===== src/rtl/core/pfde_pkg.sv =====
// Shared command codes, constants and types of the page framebuffer draw engine.
package pfde_pkg;

    // Command codes of the input request
    localparam logic [2:0] CMD_SET_PIXEL = 3'd0;
    localparam logic [2:0] CMD_CLR_PIXEL = 3'd1;
    localparam logic [2:0] CMD_SET_HSPAN = 3'd2;
    localparam logic [2:0] CMD_CLR_HSPAN = 3'd3;
    localparam logic [2:0] CMD_SET_VSPAN = 3'd4;
    localparam logic [2:0] CMD_RECT      = 3'd5;
    localparam logic [2:0] CMD_CLEAR_ALL = 3'd6;
    localparam logic [2:0] CMD_READ      = 3'd7;

    // Pixel rows per store byte
    localparam int PAGE_ROWS = 8;

    // Coordinates after rectangle sums (x + w reaches 2046)
    localparam int COORD_W = 11;

    // Register reset values
    localparam logic [6:0] LEFT_OFFSET_RST = 7'd0;
    localparam logic [7:0] RIGHT_LIMIT_RST = 8'd128;

    // Result of the pixel address unit
    typedef struct packed {
        logic       hit;
        logic [7:0] mask;
    } t_pix_stat;

endpackage


===== src/rtl/core/pfde_pixel_unit.sv =====
// Shared pixel unit: clips one shifted pixel and forms its byte address and bit mask.
module pfde_pixel_unit
    import pfde_pkg::*;
#(
    parameter int WIDTH  = 128,
    parameter int HEIGHT = 64,
    parameter int AW     = 10
) (
    input  logic               i_clk,
    input  logic               i_load,
    input  logic [COORD_W-1:0] i_x,
    input  logic [COORD_W-1:0] i_y,
    input  logic [6:0]         i_left_offset,
    input  logic [7:0]         i_right_limit,
    output t_pix_stat          o_stat,
    output logic [AW-1:0]      o_addr
);

    logic [COORD_W:0] sx;
    logic             hit;
    logic [31:0]      addr_full;
    t_pix_stat        r_stat;
    logic [AW-1:0]    r_addr;

    // Shift x by the left offset and clip against width, limit and height
    assign sx  = {1'b0, i_x} + {{(COORD_W - 6){1'b0}}, i_left_offset};
    assign hit = (32'(sx) < 32'(WIDTH)) && (32'(sx) < 32'(i_right_limit))
              && (32'(i_y) < 32'(HEIGHT));

    // Page row times width plus column; only meaningful on a hit
    assign addr_full = 32'(i_y[COORD_W-1:3]) * 32'(WIDTH) + 32'(sx);

    // Hold the result for the read-modify-write
    always_ff @(posedge i_clk) begin
        if (i_load) begin
            r_stat.hit  <= hit;
            r_stat.mask <= 8'(1) << i_y[2:0];
            r_addr      <= AW'(addr_full);
        end
    end

    assign o_stat = r_stat;
    assign o_addr = r_addr;

endmodule


===== config.mk =====
export PLATFORM = sky130hd
export DESIGN_NAME = pfde_pixel_unit
export DESIGN_NICKNAME = d
export VERILOG_FILES = /design/src/rtl/core/pfde_pkg.sv /design/src/rtl/core/pfde_pixel_unit.sv
export SDC_FILE = /design/constraint.sdc
export NUM_CORES = 1
export LEC_CHECK = 0
export ABC_AREA = 0
export BUFFER_PORTS_ARGS = -buffer_cell sky130_fd_sc_hd__buf_2
export CAP_MARGIN = 40
export CORE_MARGIN = 5
export CORE_UTILIZATION = 47
export DETAILED_ROUTE_END_ITERATION = 10
export PLACE_DENSITY = 0.91
export SLEW_MARGIN = 20
export SYNTH_ARGS = -nofsm -noshare
export SYNTH_HDL_FRONTEND = slang
export SYNTH_SLANG_ARGS = --single-unit

===== constraint.sdc =====
create_clock -name i_clk -period 3.2 [get_ports i_clk]
set_input_delay 0.16 -clock i_clk [delete_from_list [all_inputs] [get_ports i_clk]]
set_output_delay 0.16 -clock i_clk [all_outputs]
set_load 0.01 [all_outputs]

# ---- Word-level counts from Yosys, hierarchy flattened
# Index checks and enable logic that the tools add are counted.
dict set report word_totals {
  elab_cells 11
  register_bits 19
}
dict set report classes {
  magnitude_cmp 3
  n_shift 1
  reduce_logical 2
  n_addsub 2
}
# operator count
set op_table {}
lappend op_table {{11-bit by 7-bit adder with 12-bit output} 1}
lappend op_table {{12-bit by 8-bit < comparator with 1-bit output} 1}
lappend op_table {{12-bit by 8-bit < comparator with 1-bit output, second input constant} 1}
lappend op_table {{11-bit by 7-bit < comparator with 1-bit output, second input constant} 1}
lappend op_table {{10-bit adder} 1}
lappend op_table {{1-bit by 3-bit << shifter with 8-bit output, first input constant} 1}
lappend op_table {{1-bit logical AND} 2}

# ---- Logic depth before layout (Yosys ltp)
# Gate-level depths: netlist of the first run.
dict set report logic_depth {
  word_depth 4
  mapped_depth 12
  depth_no_buf 12
}

# ---- Worst setup path after synthesis of the first run
# Ideal clock, no wire load.
dict set report synth_path {
  path_kind {input to register}
  start {input i_x[0]}
  end {register r_stat (netlist bit o_stat[8]) (data pin)}
  path_slack_ns 0.569
  path_stages 12
  arrival_ns 2.474
  cell_sequence {ha_1 -> fa_1 -> a211oi_1 -> o21bai_1 -> a21o_1 -> xor2_1 -> ha_1 -> o21ai_0 -> nor2_1 -> nor4_1 -> nand4_1 -> nor3_1}
}
dict set report synth_between {
  elab_chain_len 4
  word_cells_on_any_way 5
  cone_classes {add/sub: 1; order compare: 2; reduce/logical: 2}
}
# item line
set synth_lines {}
lappend synth_lines {{start, declared} pfde_pixel_unit.sv:11} ;# input logic [COORD_W-1:0] i_x,
lappend synth_lines {{11-bit by 7-bit adder with 12-bit output *} pfde_pixel_unit.sv:26} ;# assign sx = {1'b0, i_x} + {{(COORD_W - 6){1'b0}}, i_left_offset};
lappend synth_lines {{12-bit by 8-bit < comparator with 1-bit output} pfde_pixel_unit.sv:27} ;# assign hit = (32'(sx) < 32'(WIDTH)) && (32'(sx) < 32'(i_right_limit))
lappend synth_lines {{1-bit logical AND *} pfde_pixel_unit.sv:27}
lappend synth_lines {{1-bit logical AND *} pfde_pixel_unit.sv:28} ;# && (32'(i_y) < 32'(HEIGHT));
lappend synth_lines {{named net hit} pfde_pixel_unit.sv:20} ;# logic hit;
lappend synth_lines {{end, declared} pfde_pixel_unit.sv:22} ;# t_pix_stat r_stat;
# The timed path passes the listed nets; every way through them passes the cells marked *.
# A chain may end at the register's enable or synchronous reset.

# ---- Worst setup path after layout of the first run
# Ends and elaborated chain as after synthesis.

==> flow_summary.yaml, run 1 <==
run_status:
  status: "finished clean"
detailed_routing:
  dr.first_iter.drc_count: 75
  via_per_inst: 5.42
  wire_per_inst_um: 13.6
  first_pass_iters: 4
  drc: 0
  drt-total-wl_mm: 2.92
  drtAntennaViolNets: 0
  vias: 1166
power_and_ir_drop:
  max-vdd-ir-drop_v: 0.000280
  total_power_uw: 642
  power.density_nw_per_um2: 387
  leakagePower_nw: 0.778
sta:
  slew_viol_final: 0
  rsz0062_at_grt: "no"
  report.final.hold_viol_count: 0
  setup_viol: 0
  max_slew_margin_pct: 71.1
  fin_tns_setup_ps: 0
  worstMarginPinSlew_ps: 430
  period_share_pct: 83.6
  period_minus_slack_ps: 2670
  fmax_mhz: 374
clocking:
  cts_tree: "done"
  cts_max_path_buffers: 2
  post_cts_buffers: 0
  cts_hold_buf: 0
  ctsResizeCount: 0
  cts.clk_slew.worst_paths_ps: 90
  cts_buffers: 3
  cts_root_buffer: "clkbuf_4"
  cts_max_level: 1
  cts.sinks: 19
setup_path:
  endpoint_kind: "flip-flop"
  critPathLaunchType: "input port"
  crit_arrival_ps: 2820
  path_class: "in2reg"
  worstPathMaxFanout: 3
  critPathRequiredTime_ps: 3340
placed_design:
  io_buffer_count: 57
  hpwl_mm: 2.51
  gp_congestion: 0.993
yosys:
  synth_most_common_cell: "edfxtp_1"
  netlist_instances: 123
  synth_fp_nets: 179
  synth_area_um2: 1310
  synth_edf_count: 19
  synth_area_leaders: "edfxtp_1 44%, ha_1 14%, inv_1 3.7%"
  ys_ff_latch: 19
  synth_cell_types: 34
  synthFlopType: "edfxtp_1"
  synth_largest_area_cell: "edfxtp_1"
  yosys_warnings: 0
  seq_area_frac_synth_pct: 43.6
  synthTopCellsByCount: "19 x edfxtp_1, 15 x ha_1, 13 x inv_1"
  yosysTopAreaCellShare_pct: 43.6
  synth.avg_cell_area_um2: 10.6
  async_flop_share_pct: 0
final_layout:
  insertedDiodeCount: 0
  fillCellCount: 249
  synthToLayoutAreaGrowth_pct: 26.8
  fin_util_pct: 61.2
  fin_nets: 241
  drive_above_1_share_pct: 34.2
global_routing:
  antenna_found_initial: 0
  grt_pass1_wl_mm: 4.97
  grt.overflow.total: 0
  grt_usage_pct: 15.5
  grt_max_degree: 20
  grt_pass1_vias: 1128
flow_run:
  cap_viol_max_count: 0
floorplan:
  die_h_um: 62.8
  chipWidth_um: 62.8
  core_area_um2: 2710
  die_area_um2: 3940
  initial_core_util_pct: 48.3
  rows: 19
  ios: 58
min_path:
  hold_path.class: "in2reg"
area by class of cell:
class	instances	area (um2)	share of cell area [%]
Timing Repair Buffer	57	285	17.2
Inverter	13	48.8	2.94
Multi-Input combinational cell	91	689	41.6
Sequential cell	19	571	34.4
Tap cell	31	38.8	2.34
Clock buffer	4	26.3	1.58
worst paths after layout:
| kind | start | endpoint | slack, ps | depth (start not counted) |
|---|---|---|---|---|
| worst min-delay path | i_y[3] | o_addr[7] | 160 | 2 |
| worst max-delay path | i_x[0] | o_stat[8] | 530 | 13 |
registers in the layout (all words and copies together) (netlist names):
| name | flops |
|---|---|
| o_addr | 10 |
| o_stat | 9 |
critical path: stages:
cell	delay, ps
buf_2	100
ha_1	230
fa_1	430
a211oi_1	330
o21bai_1	160
a21o_1	210
xor2_1	150
ha_1	200
a211oi_1	230
nor2_1	80
nor4_1	240
nand4_1	120
nor3_1	180
placed cells by master, fill, tap and decap left out:
| master | count |
|---|---|
| a211o_1 | 1 |
| a211oi_1 | 4 |
| a21o_1 | 3 |
| a21oi_1 | 5 |
| a31o_2 | 1 |
| a31oi_1 | 1 |
| and2_1 | 2 |
| and3_1 | 2 |
| and3b_1 | 1 |
| buf_2 | 57 |
| clkbuf_1 | 1 |
| clkbuf_4 | 3 |
| edfxtp_1 | 19 |
| fa_1 | 2 |
| ha_1 | 15 |
| inv_1 | 13 |
| nand2_1 | 5 |
| nand2b_1 | 1 |
| nand3_1 | 4 |
| nand4_1 | 2 |
| nor2_1 | 10 |
| nor3_1 | 4 |
| nor3b_1 | 4 |
| nor4_1 | 2 |
| o211a_1 | 1 |
| o211ai_1 | 1 |
| o211ai_2 | 1 |
| o21ai_0 | 5 |
| o21bai_1 | 1 |
| o221ai_1 | 1 |
| o31a_1 | 2 |
| or2_2 | 1 |
| or2b_1 | 1 |
| or3_1 | 1 |
| or4_1 | 1 |
| xnor2_1 | 4 |
| xor2_1 | 2 |
power breakdown:
part,total (mW),internal [mW],switching (mW),leakage [nW]
sequential,0.315,0.309,0.00608,0.184
combinational,0.213,0.0948,0.118,0.579
clock,0.115,0.0485,0.0660,0.0150
metal layers:
metal	GRT usage, %	routed length, um	up-vias
met4	5.84	46	0
met3	4.68	308	5
met5	0	0	-
met2	23.2	1260	66
met1	21.1	1310	513
li1	-	-	582
logic make-up (layout without fill, tap and decap cells):
logic type / Yosys count / in the layout / share of synthesized area (%)
AO/OA/AOI/OAI: 27 / 27 / 14.5
XOR/XNOR: 6 / 6 / 4.02
adder cells (fa/ha/maj): 17 / 17 / 17.4
buffers and inverters: 13 / 74 / 3.73
flip-flops: 19 / 19 / 43.6
AND/OR/NAND/NOR: 41 / 41 / 16.7
stage by stage:
step           instance area (um2)  setup WS [ps]  hold WS [ps]  cells
2_1_floorplan                 1310            569           272    123
3_3_place_gp                  1630            290           493    211
3_5_place_dp                  1630            243           468    211
4_1_cts                       1660            541           153    215
5_1_grt                       1660            288           174    215
6_report                      1660            525           163    215
No activity file was read; power rests on OpenSTA's default activity.
==> run 2: changes to the inputs <==
==> constraint.sdc (replaced) <==
create_clock -name i_clk -period 2.7 [get_ports i_clk]
set_input_delay 0.135 -clock i_clk [delete_from_list [all_inputs] [get_ports i_clk]]
set_output_delay 0.135 -clock i_clk [all_outputs]
set_load 0.01 [all_outputs]
==> flow_summary.yaml, run 2 (synthesis results as in run 1) <==
setup_path:
  critPathRequiredTime_ps: 2840
  endpoint_kind: "flip-flop"
  worstPathMaxFanout: 3
  cp_common_cell: "ha_1"
  crit_slowest_cell: "fa_1"
  cp_top_family: "adder cells"
  crit_arrival_ps: 2680
  crit_chain: "buf_2 -> ha_1 -> fa_1 -> a211oi_2 -> o21bai_1 -> a21o_1 -> xor2_2 -> ha_1 -> a211oi_1 -> nor2_1 -> nor4_1 -> nand4_1 -> nor3_2"
  path_buf_inv: 1
  critPathLaunchType: "input port"
  slowest_delay_ps: 410
  path_class: "in2reg"
global_routing:
  antenna_found_initial: 0
  grt_usage_pct: 15.0
  gr-usage-met3_pct: 3.96
  use_met1_pct: 18.3
  grt_pass1_vias: 1200
  grt_max_degree: 20
  grt.overflow.total: 0
  top_usage_layer: "met2"
  grt_pass1_wl_mm: 4.90
  grt_use_met2_pct: 25.0
placed_design:
  gp_congestion: 0.937
  pre_cts_ws_ps: -263
  place_area_um2: 1740
  io_buffer_count: 57
  hpwl_mm: 2.60
sta:
  period_minus_slack_ps: 2540
  rsz0062_at_grt: "no"
  hold-worst-slack_ps: 146
  worstMarginPinSlew_ps: 409
  fmax_mhz: 394
  period_share_pct: 94.1
  fin_tns_setup_ps: 0
  report.final.hold_viol_count: 0
  max_slew_margin_pct: 72.7
  timing.final.ws_setup_ps: 159
  slew_viol_final: 0
  setup_viol: 0
run_status:
  status: "finished clean"
floorplan:
  chipWidth_um: 62.8
  die_h_um: 62.8
  rows: 19
  core_area_um2: 2710
  ios: 58
  die_area_um2: 3940
  initial_core_util_pct: 48.3
power_and_ir_drop:
  power.density_nw_per_um2: 442
  leakagePower_nw: 0.849
  max-vdd-ir-drop_v: 0.000333
  total_power_uw: 789
detailed_routing:
  drtAntennaViolNets: 0
  drt-total-wl_mm: 2.97
  dr.first_iter.drc_count: 35
  first_pass_iters: 4
  drc: 0
  vias: 1206
  wire_per_inst_um: 13.0
  via_per_inst: 5.27
final_layout:
  synthToLayoutAreaGrowth_pct: 36.6
  largest_register_ffs: 10
  layout_common_cells: "57 x buf_2, 19 x edfxtp_1, 15 x ha_1"
  insertedDiodeCount: 0
  drive_above_1_share_pct: 40.9
  fillCellCount: 222
  layout_commonest_cell: "buf_2"
  fin_nets: 255
  design_area_um2: 1790
clocking:
  cts_root_buffer: "clkbuf_4"
  cts_tree: "done"
  cts_max_path_buffers: 2
  cts_buffers: 3
  cts_max_level: 1
  post_cts_buffers: 0
  cts.sinks: 19
  cts.clk_slew.worst_paths_ps: 100
flow_run:
  cap_viol_max_count: 0
min_path:
  hold_path.class: "in2reg"
[run 2: cell count changes in the layout (fill, tap and decap cells not counted)]
cell / before / now
a211oi_1: 4 / 3
a211oi_2: 0 / 1
buf_4: 0 / 14
nor3_1: 4 / 3
nor3_2: 0 / 1
nor4_1: 2 / 1
nor4_2: 0 / 1
o21ai_0: 5 / 4
o21ai_1: 0 / 1
xor2_1: 2 / 1
xor2_2: 0 / 1
[run 2: final timing paths]
check / from / slack (ps) / depth (start not counted) / endpoint
setup / recovery: i_x[0] / 160 / 13 / o_stat[8]
hold / removal: i_y[3] / 150 / 2 / o_addr[7]
[run 2: layout make-up]
cell class	instances	area (um2)	share of cell area (%)
inverter	13	48.8	2.73
multi-input combinational	91	713	39.9
tap	31	38.8	2.17
sequential	19	571	31.9
timing repair buffer	71	390	21.8
clock buffer	4	26.3	1.47
[run 2: repair_timing]
action | 4_1_cts | 5_1_grt
gates resized for setup | 0 | 5
hold buffers | 0 | 0
setup endpoints to repair | 0 | 1
[run 2: metrics by stage]
step	util, %	std cells
final	66.0	229
after global routing	66.0	229
after CTS	65.1	229
after detailed placement	64.1	225
after global placement	64.1	225
after floorplan	-	123
[run 2: where the power goes]
group | internal (mW) | total, mW | switching [mW]
clock network | 0.0573 | 0.135 | 0.0772
registers | 0.366 | 0.373 | 0.00733
logic | 0.136 | 0.282 | 0.145
[run 2: metal layers]
| layer | part of all wire [%] | routed length, um |
|---|---|---|
| met5 | 0 | 0 |
| met3 | 9.2 | 272 |
| met1 | 43 | 1270 |
| met2 | 47 | 1390 |
| met4 | 1.4 | 41 |
